## src/iac_pkg.sv

```systemverilog
// Shared types and constants for the intrusion alarm controller.
// Used by iac_csr, iac_core and intrusion_alarm_controller; no dependencies.
package iac_pkg;

   // Item kinds
   localparam logic [2:0] KIND_TICK   = 3'd0;
   localparam logic [2:0] KIND_OK     = 3'd1;
   localparam logic [2:0] KIND_PLUS   = 3'd2;
   localparam logic [2:0] KIND_MINUS  = 3'd3;
   localparam logic [2:0] KIND_CANCEL = 3'd4;

   // Panel modes
   localparam logic [2:0] MODE_DISARMED = 3'd0;
   localparam logic [2:0] MODE_EXIT     = 3'd1;
   localparam logic [2:0] MODE_ARMED    = 3'd2;
   localparam logic [2:0] MODE_ENTRY    = 3'd3;
   localparam logic [2:0] MODE_SOUND    = 3'd4;

   // Drive bit positions
   localparam int DRV_SIREN  = 0;
   localparam int DRV_LIGHTS = 1;
   localparam int DRV_GREEN  = 2;
   localparam int DRV_RED    = 3;

   // Register indexes
   localparam int          CsrAddrW = 3;
   localparam int          CsrDataW = 16;
   localparam logic [CsrAddrW-1:0] REG_PIN_CODE     = 3'd0;
   localparam logic [CsrAddrW-1:0] REG_DELAY_SEC    = 3'd1;
   localparam logic [CsrAddrW-1:0] REG_TICKS_PER_S  = 3'd2;
   localparam logic [CsrAddrW-1:0] REG_POLL_TICKS   = 3'd3;
   localparam logic [CsrAddrW-1:0] REG_BLINK_TICKS  = 3'd4;
   localparam logic [CsrAddrW-1:0] REG_SIREN_TICKS  = 3'd5;

   // Register reset values
   localparam logic [7:0]  RST_DELAY_SEC   = 8'd60;
   localparam logic [7:0]  RST_TICKS_PER_S = 8'd100;
   localparam logic [7:0]  RST_POLL_TICKS  = 8'd50;
   localparam logic [7:0]  RST_BLINK_TICKS = 8'd50;
   localparam logic [15:0] RST_SIREN_TICKS = 16'd12000;

   localparam int NumDigits = 4;

   typedef struct packed {
      logic [7:0]  pin_code;
      logic [7:0]  delay_seconds;
      logic [7:0]  ticks_per_second;
      logic [7:0]  poll_ticks;
      logic [7:0]  blink_ticks;
      logic [15:0] siren_ticks;
   } cfg_type;

   typedef struct packed {
      logic       red_led;
      logic       green_led;
      logic       lights_on;
      logic       siren_on;
      logic [1:0] entry_digit;
      logic [2:0] entry_position;
      logic [7:0] seconds_left;
      logic [2:0] mode;
   } rsp_type;

endpackage

```

## src/intrusion_alarm_controller.sv

```systemverilog
// Intrusion alarm panel: one result per item (tick or button press), giving
// the panel state after that item. An item goes through an input register and
// the panel update into the result register, which offers its result. One item
// is taken every cycle while rsp_tready is high; only the result register's
// handshake slows the stream. Configuration writes are taken on any cycle but
// must only be made while no item is in flight.
// Depends on iac_pkg, iac_csr and iac_core.
module intrusion_alarm_controller (
   input  logic                          clock,
   input  logic                          reset,
   input  logic                          req_tvalid,
   output logic                          req_tready,
   input  logic [7:0]                    req_tdata,  // [0] door_open
   input  logic [2:0]                    req_tuser,  // [2:0] kind
   output logic                          rsp_tvalid,
   input  logic                          rsp_tready,
   // [2:0] mode, [10:3] seconds_left, [13:11] entry_position, [15:14] entry_digit,
   // [16] siren_on, [17] lights_on, [18] green_led, [19] red_led
   output logic [23:0]                   rsp_tdata,
   input  logic                          csr_we,
   input  logic [iac_pkg::CsrAddrW-1:0]  csr_addr,
   input  logic [iac_pkg::CsrDataW-1:0]  csr_wdata
);
   import iac_pkg::*;

   cfg_type    cfg;
   rsp_type    result;
   logic       in_valid_ff;
   logic [2:0] kind_ff;
   logic       door_ff;
   logic       rsp_valid_ff;
   rsp_type    rsp_data_ff;
   logic       advance;
   logic       step_en;

   assign advance    = !rsp_valid_ff || rsp_tready;
   assign req_tready = !in_valid_ff || advance;
   assign step_en    = in_valid_ff && advance;

   always_ff @(posedge clock) begin
      if (reset) begin
         in_valid_ff <= 1'b0;
      end else if (req_tready) begin
         in_valid_ff <= req_tvalid;
      end
   end

   always_ff @(posedge clock) begin
      if (req_tready && req_tvalid) begin
         kind_ff <= req_tuser;
         door_ff <= req_tdata[0];
      end
   end

   iac_csr u_csr (
      .clock     (clock),
      .reset     (reset),
      .csr_we    (csr_we),
      .csr_addr  (csr_addr),
      .csr_wdata (csr_wdata),
      .cfg       (cfg)
   );

   iac_core u_core (
      .clock     (clock),
      .reset     (reset),
      .step_en   (step_en),
      .kind      (kind_ff),
      .door_open (door_ff),
      .cfg       (cfg),
      .result    (result)
   );

   always_ff @(posedge clock) begin
      if (reset) begin
         rsp_valid_ff <= 1'b0;
      end else if (advance) begin
         rsp_valid_ff <= in_valid_ff;
      end
   end

   always_ff @(posedge clock) begin
      if (step_en) begin
         rsp_data_ff <= result;
      end
   end

   assign rsp_tvalid = rsp_valid_ff;
   assign rsp_tdata  = {4'b0000, rsp_data_ff};

endmodule

```

## src/iac_csr.sv

```systemverilog
// Configuration register bank of the intrusion alarm controller.
// Depends on iac_pkg.
module iac_csr (
   input  logic                          clock,
   input  logic                          reset,
   input  logic                          csr_we,
   input  logic [iac_pkg::CsrAddrW-1:0]  csr_addr,
   input  logic [iac_pkg::CsrDataW-1:0]  csr_wdata,
   output iac_pkg::cfg_type              cfg
);
   import iac_pkg::*;

   cfg_type cfg_ff;

   always_ff @(posedge clock) begin
      if (reset) begin
         cfg_ff.pin_code         <= '0;
         cfg_ff.delay_seconds    <= RST_DELAY_SEC;
         cfg_ff.ticks_per_second <= RST_TICKS_PER_S;
         cfg_ff.poll_ticks       <= RST_POLL_TICKS;
         cfg_ff.blink_ticks      <= RST_BLINK_TICKS;
         cfg_ff.siren_ticks      <= RST_SIREN_TICKS;
      end else if (csr_we) begin
         unique case (csr_addr)
            REG_PIN_CODE:    cfg_ff.pin_code         <= csr_wdata[7:0];
            REG_DELAY_SEC:   cfg_ff.delay_seconds    <= csr_wdata[7:0];
            REG_TICKS_PER_S: cfg_ff.ticks_per_second <= csr_wdata[7:0];
            REG_POLL_TICKS:  cfg_ff.poll_ticks       <= csr_wdata[7:0];
            REG_BLINK_TICKS: cfg_ff.blink_ticks      <= csr_wdata[7:0];
            REG_SIREN_TICKS: cfg_ff.siren_ticks      <= csr_wdata;
            default: ;
         endcase
      end
   end

   assign cfg = cfg_ff;

endmodule

```

## src/iac_core.sv

```systemverilog
// Panel state and its combinational update for one item.
// Depends on iac_pkg; configuration comes from iac_csr.
module iac_core (
   input  logic             clock,
   input  logic             reset,
   input  logic             step_en,
   input  logic [2:0]       kind,
   input  logic             door_open,
   input  iac_pkg::cfg_type cfg,
   output iac_pkg::rsp_type result
);
   import iac_pkg::*;

   logic [2:0]  mode_ff,    mode_in;
   logic [7:0]  seconds_ff, seconds_in;
   logic [7:0]  sec_div_ff, sec_div_in;
   logic [7:0]  poll_div_ff, poll_div_in;
   logic [7:0]  blink_div_ff, blink_div_in;
   logic [15:0] siren_cnt_ff, siren_cnt_in;
   logic [2:0]  pos_ff,     pos_in;
   logic [1:0]  digit_ff,   digit_in;
   logic [1:0]  digits_ff [NumDigits];
   logic [1:0]  digits_in [NumDigits];
   logic [3:0]  drive_ff,   drive_in;

   always_comb begin
      logic       entering;
      logic [3:0] toggle;
      logic       do_blink;
      logic       match;
      logic [1:0] back_idx;

      mode_in      = mode_ff;
      seconds_in   = seconds_ff;
      sec_div_in   = sec_div_ff;
      poll_div_in  = poll_div_ff;
      blink_div_in = blink_div_ff;
      siren_cnt_in = siren_cnt_ff;
      pos_in       = pos_ff;
      digit_in     = digit_ff;
      digits_in    = digits_ff;
      drive_in     = drive_ff;
      entering     = (mode_ff == MODE_ENTRY) || (mode_ff == MODE_SOUND);
      toggle       = '0;
      do_blink     = 1'b0;
      match        = 1'b0;
      back_idx     = pos_ff[1:0] - 2'd2;

      unique case (kind)
         KIND_TICK: begin
            if (mode_ff == MODE_ARMED) begin
               if (poll_div_ff == '0) begin
                  poll_div_in = cfg.poll_ticks;
                  if (door_open) begin
                     mode_in      = MODE_ENTRY;
                     seconds_in   = cfg.delay_seconds;
                     sec_div_in   = cfg.ticks_per_second;
                     blink_div_in = cfg.blink_ticks;
                     pos_in       = 3'd1;
                     digit_in     = '0;
                     for (int i = 0; i < NumDigits; i++) digits_in[i] = '0;
                  end
               end else begin
                  poll_div_in = poll_div_ff - 8'd1;
               end
            end else if (mode_ff == MODE_SOUND) begin
               if (siren_cnt_ff == '0) begin
                  drive_in[DRV_SIREN]  = 1'b0;
                  drive_in[DRV_LIGHTS] = 1'b0;
                  do_blink = 1'b1;
                  toggle[DRV_GREEN] = 1'b1;
                  toggle[DRV_RED]   = 1'b1;
               end else begin
                  siren_cnt_in = siren_cnt_ff - 16'd1;
               end
            end else if (mode_ff == MODE_EXIT || mode_ff == MODE_ENTRY) begin
               do_blink = 1'b1;
               if (mode_ff == MODE_EXIT) toggle[DRV_GREEN] = 1'b1;
               else                      toggle[DRV_RED]   = 1'b1;
            end

            // blink divider step, shared by countdown and post-siren blinking
            if (do_blink) begin
               if (blink_div_ff == '0) begin
                  drive_in     = drive_in ^ toggle;
                  blink_div_in = cfg.blink_ticks;
               end else begin
                  blink_div_in = blink_div_ff - 8'd1;
               end
            end

            if (mode_ff == MODE_EXIT || mode_ff == MODE_ENTRY) begin
               if (sec_div_ff == '0) begin
                  seconds_in = seconds_ff - 8'd1;
                  sec_div_in = cfg.ticks_per_second;
                  if (seconds_in == '0) begin
                     if (mode_ff == MODE_EXIT) begin
                        mode_in     = MODE_ARMED;
                        poll_div_in = cfg.poll_ticks;
                        drive_in    = '0;
                        drive_in[DRV_RED] = 1'b1;
                     end else begin
                        mode_in      = MODE_SOUND;
                        siren_cnt_in = cfg.siren_ticks;
                        blink_div_in = cfg.blink_ticks;
                        drive_in[DRV_SIREN]  = 1'b1;
                        drive_in[DRV_LIGHTS] = 1'b1;
                     end
                  end
               end else begin
                  sec_div_in = sec_div_ff - 8'd1;
               end
            end
         end
         KIND_OK: begin
            if (mode_ff == MODE_DISARMED) begin
               mode_in      = MODE_EXIT;
               seconds_in   = cfg.delay_seconds;
               sec_div_in   = cfg.ticks_per_second;
               blink_div_in = cfg.blink_ticks;
            end else if (entering) begin
               if (pos_ff >= 3'd1 && pos_ff <= 3'd3) begin
                  digits_in[pos_ff[1:0] - 2'd1] = digit_ff;
                  pos_in = pos_ff + 3'd1;
               end else if (pos_ff == 3'd4) begin
                  digits_in[NumDigits-1] = digit_ff;
                  match = 1'b1;
                  for (int k = 0; k < NumDigits; k++) begin
                     if (digits_in[k] != cfg.pin_code[2*k +: 2]) match = 1'b0;
                  end
                  if (match) begin
                     mode_in    = MODE_DISARMED;
                     seconds_in = '0;
                     pos_in     = '0;
                     digit_in   = '0;
                     drive_in   = '0;
                     drive_in[DRV_GREEN] = 1'b1;
                  end
               end
            end
         end
         KIND_PLUS: begin
            if (entering) digit_in = digit_ff + 2'd1;
         end
         KIND_MINUS: begin
            if (entering) digit_in = digit_ff - 2'd1;
         end
         KIND_CANCEL: begin
            if (entering) begin
               // step back one digit and recall what was stored there
               if (pos_ff > 3'd1 && pos_ff <= 3'd4) begin
                  pos_in   = pos_ff - 3'd1;
                  digit_in = digits_ff[back_idx];
               end
            end else if (mode_ff == MODE_EXIT) begin
               mode_in    = MODE_DISARMED;
               seconds_in = '0;
               pos_in     = '0;
               digit_in   = '0;
               drive_in   = '0;
               drive_in[DRV_GREEN] = 1'b1;
            end
         end
         default: ;
      endcase
   end

   always_ff @(posedge clock) begin
      if (reset) begin
         mode_ff      <= MODE_DISARMED;
         seconds_ff   <= '0;
         sec_div_ff   <= '0;
         poll_div_ff  <= '0;
         blink_div_ff <= '0;
         siren_cnt_ff <= '0;
         pos_ff       <= '0;
         digit_ff     <= '0;
         for (int i = 0; i < NumDigits; i++) digits_ff[i] <= '0;
         drive_ff     <= 4'b0100;
      end else if (step_en) begin
         mode_ff      <= mode_in;
         seconds_ff   <= seconds_in;
         sec_div_ff   <= sec_div_in;
         poll_div_ff  <= poll_div_in;
         blink_div_ff <= blink_div_in;
         siren_cnt_ff <= siren_cnt_in;
         pos_ff       <= pos_in;
         digit_ff     <= digit_in;
         digits_ff    <= digits_in;
         drive_ff     <= drive_in;
      end
   end

   // result reflects the state after the item
   always_comb begin
      result.mode           = mode_in;
      result.seconds_left   = seconds_in;
      result.entry_position = pos_in;
      result.entry_digit    = digit_in;
      result.siren_on       = drive_in[DRV_SIREN];
      result.lights_on      = drive_in[DRV_LIGHTS];
      result.green_led      = drive_in[DRV_GREEN];
      result.red_led        = drive_in[DRV_RED];
   end

endmodule
```

## config.mk

```make
export PLATFORM = sky130hd
export DESIGN_NAME = intrusion_alarm_controller
export DESIGN_NICKNAME = d
export VERILOG_FILES = /design/src/iac_pkg.sv /design/src/intrusion_alarm_controller.sv /design/src/iac_csr.sv /design/src/iac_core.sv
export SDC_FILE = /design/constraint.sdc
export NUM_CORES = 1
export LEC_CHECK = 0
export ABC_AREA = 1
export BUFFER_PORTS_ARGS = -buffer_cell sky130_fd_sc_hd__buf_4
export CAP_MARGIN = 5
export CORE_ASPECT_RATIO = 0.8
export CORE_UTILIZATION = 32
export DETAILED_ROUTE_END_ITERATION = 12
export PLACE_DENSITY = 0.44
export REMOVE_ABC_BUFFERS = 1
export SLEW_MARGIN = 20
export SYNTH_ARGS = -nofsm -noshare
export SYNTH_HDL_FRONTEND = slang
export SYNTH_SLANG_ARGS = --single-unit
```

## constraint.sdc

```tcl
create_clock -name clock -period 5.65 [get_ports clock]
set_input_delay 1.13 -clock clock [delete_from_list [all_inputs] [get_ports clock]]
set_output_delay 1.13 -clock clock [all_outputs]
set_load 0.005 [all_outputs]
```

# --- Yosys cells after proc, flatten, opt, wreduce, memory -nomap -nowiden ---
# Index checks and enable logic that the tools add are counted.
totals:
  reg_bits: 150
  in_bits: 35
  wordCells: 252
op_classes:
  addsub: 11
  magnitude_cmp: 7
  n_eq_ne: 29
  muxes: 140
  bitwise: 3
  n_reduce_logical: 31
op_table:
  columns: ["cell", "count"]
  rows:
  - ["$mux W8", 39]
  - ["$mux W16", 7]
  - ["$mux W3", 25]
  - ["$mux W2", 29]
  - ["$mux W4", 12]
  - ["$pmux W8 S2", 3]
  - ["$logic_not A8 Y1", 4]
  - ["$sub A8 B1 Y8 const B", 4]
  - ["$pmux W8 S3", 1]
  - ["$eq A3 B2 Y1 const B", 6]
  - ["$pmux W3 S3", 2]
  - ["$logic_not A16 Y1", 1]
  - ["$mux W1", 16]
  - ["$reduce_and A8 Y1", 2]
  - ["$sub A16 B1 Y16 const B", 1]
  - ["$eq A3 B3 Y1 const B", 5]
  - ["$reduce_and A2 Y1", 7]
  - ["$pmux W4 S3", 1]
  - ["$ne A2 B1 Y1 const B", 5]
  - ["$pmux W2 S5", 1]
  - ["$eq A3 B1 Y1 const B", 3]
  - ["$logic_not A3 Y1", 3]
  - ["$ne A3 B1 Y1 const B", 3]
  - ["$bwmux W8", 1]
  - ["other kinds (25)", 40]

# --- Depth between registers and ports, before layout ---
# Gate-level depths: netlist of the first run.
depth:
  depth_word: 16
  depth_mapped: 16
  depth_no_buf: 16

# --- By module ---
# From an unflattened synthesis of the first run, not the netlist that was laid out.
unflattened:
  hier_cells: 1355
  hier_area_um2: 8898.5
by_module_without_submodules:
  columns: ["mod", "n_inst", "cells_each", "area_per_inst_um2", "seq_area_each_um2"]
  rows:
  - ["iac_core", 1, 1002, 5851.9, 1361.3]
  - ["iac_csr", 1, 312, 2200.9, 1121.1]
  - ["intrusion_alarm_controller", 1, 41, 845.8, 760.7]

# --- Worst setup path after synthesis of the first run ---
# Ideal clock, no wire load.
synth_path:
  path_kind: "in2reg"
  startpoint: "input rsp_tready"
  endpoint: "register rsp_data_ff (netlist bit rsp_tdata[0]), enable pin"
  setup_time_ps: 392
  arrival_ps: 2191
  slack_ps: 3067
  stages: 5
  n_path_buf: 1
  cell_sequence: "inv_1 -> nand2_1 -> nand2_1 -> inv_1 -> clkbuf_1"
synth_via:
  elab_chain_cells: 2
synth_rtl:
  columns: ["element", "line_no", "text"]
  rows:
  - ["start: declaration", "intrusion_alarm_controller.sv:16", "input logic rsp_tready,"]
  - ["$logic_or A1 B1 Y1", "intrusion_alarm_controller.sv:36", "assign advance = !rsp_valid_ff || rsp_tready;"]
  - ["$logic_and A1 B1 Y1", "intrusion_alarm_controller.sv:38", "assign step_en = in_valid_ff && advance;"]
  - ["named net step_en", "intrusion_alarm_controller.sv:34", "logic step_en;"]
  - ["end signal: assignment", "intrusion_alarm_controller.sv:84", "rsp_data_ff <= result;"]
  - ["end: declaration", "intrusion_alarm_controller.sv:32", "rsp_type rsp_data_ff;"]
# The timed path passes the listed nets, and every way through them passes these cells.
# A chain may end at the register's enable or synchronous reset.

# --- Final worst setup path of the first run ---
layout_path:
  startpoint: "register u_core.sec_div_ff[0]"
  endpoint: "register u_core.blink_div_ff[7]"
layout_via:
  elab_chain_cells: 4
layout_rtl:
  columns: ["element", "line_no", "text"]
  rows:
  - ["start: declaration", "iac_core.sv:16", "logic [7:0] sec_div_ff, sec_div_in;"]
  - ["start signal: assignment", "iac_core.sv:183", "sec_div_ff <= sec_div_in;"]
  - ["$logic_not A8 Y1", "iac_core.sv:93", "if (sec_div_ff == '0) begin"]
  - ["$mux W8", "iac_core.sv:93", null]
  - ["$mux W8", "iac_core.sv:92", "if (mode_ff == MODE_EXIT || mode_ff == MODE_ENTRY) begin"]
  - ["$pmux W8 S2", "iac_core.sv:49", "unique case (kind)"]
  - ["end signal: assignment", "iac_core.sv:185", "blink_div_ff <= blink_div_in;"]
  - ["end: declaration", "iac_core.sv:18", "logic [7:0] blink_div_ff, blink_div_in;"]
# No other way between the ends.

==> flow_summary.yaml, run 1 <==
sta:
  setup_viol: 0
  max_freq_mhz: 360
  fin_skew_ns: 0.0100
  fin_setup_tns_ns: 0
  slew_headroom_pct: 45.1
  timing.final.crit_period_ns: 2.78
  rsz0062_at_grt: "no"
  worst_hold_slack_ns: 0.455
  setup_ws_ns: 2.87
  hold_viol: 0
  fin_crit_sh_pct: 49.2
  worstMarginPinSlew_ns: 0.823
  drv_slew: 0
synth:
  avgSynthCellArea_um2: 6.69
  yosysMostFrequentCell: "nand2_1"
  synth_flop_cell: "dfxtp_1"
  synthArstFlopShare_pct: 0
  synth_edf_count: 24
  synthTopCellsByCount: "nand2_1 (321), inv_1 (150), nor2_1 (149), dfxtp_1 (126), nand3_1 (119)"
  synth.distinct_cells: 50
  synth_area_leaders: "dfxtp_1 (29%), nand2_1 (14%), edfxtp_1 (8.4%), nand3_1 (6.9%), inv_1 (6.5%)"
  synth_top_area_share_pct: 29.2
  yosysWarnings: 0
  synth.largest_area_cell: "dfxtp_1"
  synth-seq-cells: 150
  netlist_area_um2: 8630
  synthCells: 1290
  ys_seq_area_share_pct: 37.6
layout:
  syn_to_final_growth_pct: 14.4
  fin_nets: 1377
  n_antenna_cell: 0
  fin_util_pct: 37.4
  multi_input_area_um2: 4580
  drive_gt1_share_pct: 10.4
  seq_area_um2: 3240
  fill_cells: 2919
clocking:
  clk_path_buf_depth: 2
  cts.repair.resized: 0
  clock_latency_ns: 0.44
  numCtsBuffers: 17
  cts_tree: "yes"
  cts_max_level: 4
  root_buffer: "clkbuf_16"
  cts_setup_buffers: 0
  clkSlewWorstSetupHoldPaths_ns: 0.06
  cts.sink_count: 150
  cts_hold_buf: 0
critical_path:
  worstPathMaxFanout: 32
  r2r_start: "u_core.sec_div_ff[0]$_SDFFE_PP0P_"
  rr_worst_depth: 11
  r2r-end: "u_core.blink_div_ff[7]$_SDFFE_PP0P_"
  endpoint_kind: "register"
  crit_arrival_ns: 3.06
  setup.worst_path.class: "reg2reg"
  r2r_setup_slack_ns: 2.87
  required_ns: 5.93
  cp-start-kind: "register"
placed_design:
  io_buffer_count: 49
  post-dp-hpwl_um: 18800
  dp_slack_ns: 2.48
  gp_congestion: 0.862
floorplanning:
  rows: 53
  die_h_um: 149
  initial_core_util_pct: 32.7
  io_pins: 61
  core_area_um2: 26400
  die_w_um: 186
  die_area_um2: 27600
grt:
  grt_max_degree: 69
  antenna_found_initial: 0
  overflow: 0
  grt_pass1_wl_um: 42700
  grt_pass1_vias: 7614
  grt_usage_pct: 20.4
drt:
  drtPass1Iterations: 6
  routed_wl_um: 26900
  drc: 0
  routedWlPerCell_um: 15.8
  detail-route-antenna-nets: 0
  drtIter0Drc: 554
  viasPerCell: 4.85
  vias: 8238
run:
  cap_viol_max_count: 0
outcome:
  status: "complete, no violations"
power_and_ir_drop:
  p_leak_uw: 0.00453
  ir_drop_v: 0.000218
  finalPower_uw: 2650
  powerDensity_nw_per_um2: 268
worst_hold_path:
  min_path_type: "reg2reg"
  min-delay-start: "u_csr.cfg[28]$_SDFFE_PP1P_"
  min_to: "u_csr.cfg[28]$_SDFFE_PP1P_"
  whs_path_depth: 2
==> kinds of logic after synthesis <==
logic type               synth area share, %
buffers and inverters                   9.47
XOR/XNOR                                2.54
AO/OA/AOI/OAI                           15.8
flip-flops                              37.6
AND/OR/NAND/NOR                         32.6
adder cells (fa/ha/maj)                 2.03
other                                 0.0435
==> per-stage QoR <==
step / area, um^2 / instances
final: 9880 / 1697
after global routing: 9880 / 1697
after CTS: 9880 / 1697
after detailed placement: 9330 / 1666
after global placement: 9330 / 1666
after floorplan: 8440 / 1250
==> layout by cell type (no fill, tap or decap), drive strengths merged <==
| cell type | n |
|---|---|
| a211oi | 1 |
| a21boi | 3 |
| a21oi | 99 |
| a22oi | 1 |
| a31oi | 9 |
| and2 | 1 |
| and3 | 1 |
| buf | 59 |
| bufinv | 1 |
| clkbuf | 19 |
| clkinv | 8 |
| clkinvlp | 3 |
| conb | 4 |
| dfxtp | 126 |
| edfxtp | 24 |
| ha | 14 |
| inv | 163 |
| nand2 | 330 |
| nand3 | 125 |
| nand3b | 1 |
| nand4 | 14 |
| nor2 | 161 |
| nor3 | 6 |
| nor3b | 1 |
| o211ai | 19 |
| o21a | 1 |
| o21ai | 114 |
| o22ai | 2 |
| o31ai | 1 |
| or2 | 4 |
| xnor2 | 9 |
| xor2 | 16 |
==> state kept, by name, indices dropped and copies added (netlist names), 4 cells and up <==
register / count
u_csr.cfg: 56
rsp_tdata: 20
u_core.siren_cnt_ff: 16
u_core.blink_div_ff: 8
u_core.digits_ff: 8
u_core.poll_div_ff: 8
u_core.sec_div_ff: 8
u_core.seconds_ff: 8
u_core.drive_ff: 4
==> worst max path at each step <==
stage	startpoint	cells after the start	slack (ns)	end
3_3_place_gp	rsp_tready	10	2.52	u_core.poll_div_ff[0]$_SDFFE_PP0P_
2_1_floorplan	rsp_tready	10	1.95	u_core.sec_div_ff[0]$_SDFFE_PP0P_
5_1_grt	u_core.sec_div_ff[0]$_SDFFE_PP0P_	11	2.62	u_core.blink_div_ff[1]$_SDFFE_PP0P_
6_report	u_core.sec_div_ff[0]$_SDFFE_PP0P_	11	2.87	u_core.blink_div_ff[7]$_SDFFE_PP0P_
4_1_cts	u_core.sec_div_ff[0]$_SDFFE_PP0P_	11	2.85	u_core.blink_div_ff[7]$_SDFFE_PP0P_
3_5_place_dp	rsp_tready	10	2.48	u_core.poll_div_ff[0]$_SDFFE_PP0P_
==> critical path: stages, from the launching register on <==
cell and delay, ns:
dfxtp_1 0.30, inv_1 0.12, ha_1 0.22, nor3b_2 0.32
nand3_2 0.40, nor2_2 0.29, nand4_2 0.11, buf_4 0.28
nand2_1 0.34, nand2_1 0.09, nand3_1 0.10, a21oi_1 0.06
==> where the power goes <==
part           internal (uW)  switching [uW]
Clock                    614             484
Combinational            127             267
Sequential              1130            31.5
==> layer usage <==
metal | track usage [%] | up-vias | routed length (um)
li1 | - | 4256 | -
met1 | 29.4 | 3818 | 13900
met5 | 0 | - | 0
met3 | 3.30 | 14 | 1010
met2 | 31.4 | 150 | 11700
met4 | 5.12 | 0 | 267
==> final cells by class <==
type,instances,area share (%)
Multi-Input combinational cell,937,46.4
Sequential cell,150,32.8
Inverter,163,6.22
Tap cell,357,4.52
Clock buffer,19,4.48
Timing Repair Buffer,59,4.48
Clock inverter,12,1.06
Power figures use the tool's default switching activity.
==> run 2: changes to the inputs <==
--- a/config.mk
+++ b/config.mk
@@ -5,13 +5,13 @@
 export SDC_FILE = /design/constraint.sdc
 export NUM_CORES = 1
 export LEC_CHECK = 0
-export ABC_AREA = 1
+export ABC_AREA = 0
 export BUFFER_PORTS_ARGS = -buffer_cell sky130_fd_sc_hd__buf_4
 export CAP_MARGIN = 5
 export CORE_ASPECT_RATIO = 0.8
 export CORE_UTILIZATION = 32
 export DETAILED_ROUTE_END_ITERATION = 12
-export PLACE_DENSITY = 0.44
+export PLACE_DENSITY = 0.46
 export REMOVE_ABC_BUFFERS = 1
 export SLEW_MARGIN = 20
 export SYNTH_ARGS = -nofsm -noshare
==> constraint.sdc (replaced) <==
create_clock -name clock -period 2.32 [get_ports clock]
set_input_delay 0.464 -clock clock [delete_from_list [all_inputs] [get_ports clock]]
set_output_delay 0.464 -clock clock [all_outputs]
set_load 0.005 [all_outputs]
==> flow_summary.yaml, run 2 <==
synth:
  yosysWarnings: 0
  netlist_area_um2: 7980
  synth_flop_cell: "dfxtp_1"
  synth.distinct_cells: 80
  avgSynthCellArea_um2: 7.93
  synth_top_area_share_pct: 31.6
  synth-seq-cells: 150
  synth_edf_count: 24
  synthTopCellsByCount: "nand2_1 (180), dfxtp_1 (126), a21oi_1 (108), nor2_1 (72), o21ai_0 (61)"
  synth.largest_area_cell: "dfxtp_1"
  synthCells: 1006
  synth_area_leaders: "dfxtp_1 (32%), edfxtp_1 (9.0%), nand2_1 (8.5%), a21oi_1 (6.8%), o21ai_0 (3.8%)"
  ys_seq_area_share_pct: 40.7
  yosysMostFrequentCell: "nand2_1"
  synthArstFlopShare_pct: 0
clocking:
  cts_tree: "yes"
  cts_max_level: 4
  cts.sink_count: 150
  numCtsBuffers: 17
  root_buffer: "clkbuf_16"
  clk_path_buf_depth: 2
  clock_latency_ns: 0.45
  clkSlewWorstSetupHoldPaths_ns: 0.07
sta:
  drv_slew: 0
  setup_viol: 47
  setup_ws_ns: -0.198
  fin_skew_ns: 0.0182
  fin_crit_sh_pct: 109
  worstMarginPinSlew_ns: 0.527
  rsz0062_at_grt: "yes"
  hold_viol: 0
  worst_hold_slack_ns: 0.190
  slew_headroom_pct: 64.8
  timing.final.crit_period_ns: 2.52
  max_freq_mhz: 397
placed_design:
  dp_slack_ns: -0.486
  post-dp-hpwl_um: 20500
  io_buffer_count: 49
  gp_congestion: 0.872
  dpl.cell_count: 1489
critical_path:
  crit_arrival_ns: 2.91
  endpoint_kind: "register"
  setup.worst_path.class: "reg2reg"
  crit_chain: "inv_2 > ha_4 > or3b_4 > or4_4 > nor4b_4 > and2_4 > buf_6 > nor2_4 > a311o_1 > a21oi_2"
  cp-start-kind: "register"
  slowest_stage: "or4_4"
  worstPathMaxFanout: 4
  max_stage_delay_ns: 0.47
  required_ns: 2.71
power_and_ir_drop:
  seq_power_share_pct: 43.1
  ir_drop_v: 0.000489
  switching_share_pct: 27.4
  comb_power_share_pct: 9.7
  powerDensity_nw_per_um2: 552
  internal_power_uw: 4610
  power_switching_uw: 1740
  finalPower_uw: 6350
  p_leak_uw: 0.00440
  p_clk_share_pct: 47.2
grt:
  grt_usage_pct: 22.9
  grt_pass1_wl_um: 43900
  grt_pass1_vias: 7614
  grt_max_degree: 54
  overflow: 0
  antenna_found_initial: 0
drt:
  wl_met2_um: 12300
  drtIter0Drc: 639
  drtPass1Iterations: 5
  routed_wl_um: 29200
  highest_layer: "met4"
  drc: 0
  viasPerCell: 5.42
  vias: 8364
  wl_met1_um: 14900
  detail-route-antenna-nets: 0
  routedWlPerCell_um: 19.0
  met3_length_um: 1780
floorplanning:
  die_w_um: 179
  io_pins: 61
  rows: 51
  core_area_um2: 24400
  die_area_um2: 25600
  initial_core_util_pct: 32.7
  die_h_um: 143
layout:
  fin_util_pct: 47.2
  drive_gt1_share_pct: 34.5
  fill_cells: 2461
  final_cell_mix: "buf_4 (215), nand2_1 (175), dfxtp_1 (118)"
  fin_nets: 1260
  largest_reg_flops: 56
  final_cells: 1542
  syn_to_final_growth_pct: 44.3
  seq_area_um2: 3260
  layout_commonest_cell: "buf_4"
  multi_input_area_um2: 5030
  n_antenna_cell: 0
outcome:
  failed_checks: "setup timing"
  status: "finished with violations"
worst_hold_path:
  min_path_type: "in2reg"
run:
  cap_viol_max_count: 0
-- run 2: changes by cell type after synthesis, sizes merged, moves of 10 or more --
cell / before / now
nand2: 330 / 180
inv: 161 / 26
nor2: 161 / 73
nand3: 125 / 44
o21ai: 114 / 67
clkbuf: 27 / 55
nor3: 6 / 28
o211ai: 19 / 3
nor4: 0 / 15
xor2: 16 / 2
a211oi: 1 / 11
a21oi: 99 / 109
mux2i: 0 / 10
-- run 2: what timing repair did --
action                     in CTS  in global routing
pin swaps                      43                 68
gates resized for setup       102                110
setup endpoints to repair      74                 83
buffers inserted                6                 13
cloned                          1                  3
hold buffers                    0                  0
-- run 2: layout make-up --
type	count	area share, %
Sequential cell	150	28.3
Timing Repair Buffer	249	18.2
Tap cell	318	3.46
Multi-Input combinational cell	766	43.7
Clock buffer	19	4.13
Inverter	27	0.902
Clock inverter	13	1.30
-- run 2: worst paths after layout --
path / startpoint / end / slack (ns) / cells after the start
worst max-delay path: u_core.sec_div_ff[1]$_SDFFE_PP0P_ / u_core.blink_div_ff[6]$_SDFFE_PP0P_ / -0.20 / 10
worst min-delay path: req_tdata[0] / door_ff$_DFFE_PP_ / 0.19 / 1
worst max register to register: u_core.sec_div_ff[1]$_SDFFE_PP0P_ / u_core.blink_div_ff[6]$_SDFFE_PP0P_ / -0.20 / 10
worst min register to register: u_csr.cfg[31]$_SDFFE_PP0P_ / u_csr.cfg[31]$_SDFFE_PP0P_ / 0.46 / 2
-- run 2: logic make-up after synthesis --
family	count (synthesis)	synth area share, %
AOI/OAI and AO/OA	299	23.7
xor gates and xnor gates	11	1.21
adders and majority gates	14	2.20
buffers and inverters	93	4.88
DFF	150	40.7
muxes	14	2.10
other	1	0.0470
and+or+nand+nor	424	25.3
-- run 2: per-stage QoR --
step                setup TNS (ns)  instance area [um^2]
floorplan                   -25.44                  7700
global placement            -14.79                  9880
detailed placement          -15.87                  9880
CTS                          -1.73                 10900
global route                 -9.76                 11500
finish                       -4.92                 11500
-- run 2: critical path: cells and delay by family (launching register included) --
family | cells | cell delay, ns
AO/OA/AOI/OAI | 2 | 0.38
flip-flops | 1 | 0.32
adder cells (fa/ha/maj) | 1 | 0.13
buffers and inverters | 2 | 0.20
AND/OR/NAND/NOR | 5 | 1.43
-- run 2: power groups by stage --
stage | logic [uW] | clock network [uW] | registers [uW]
after floorplan | 223 | 0 | 2800
after detailed placement | 551 | 0 | 2800
after CTS | 579 | 3040 | 2740
final | 616 | 3000 | 2740
after global placement | 550 | 0 | 2800
after global routing | 669 | 3170 | 2750
-- run 2: layer usage --
layer	up-vias	global-route usage [%]
li1	4078	-
met1	4031	34.1
met2	229	32.8
met3	26	5.38
met4	0	5.40
met5	-	0
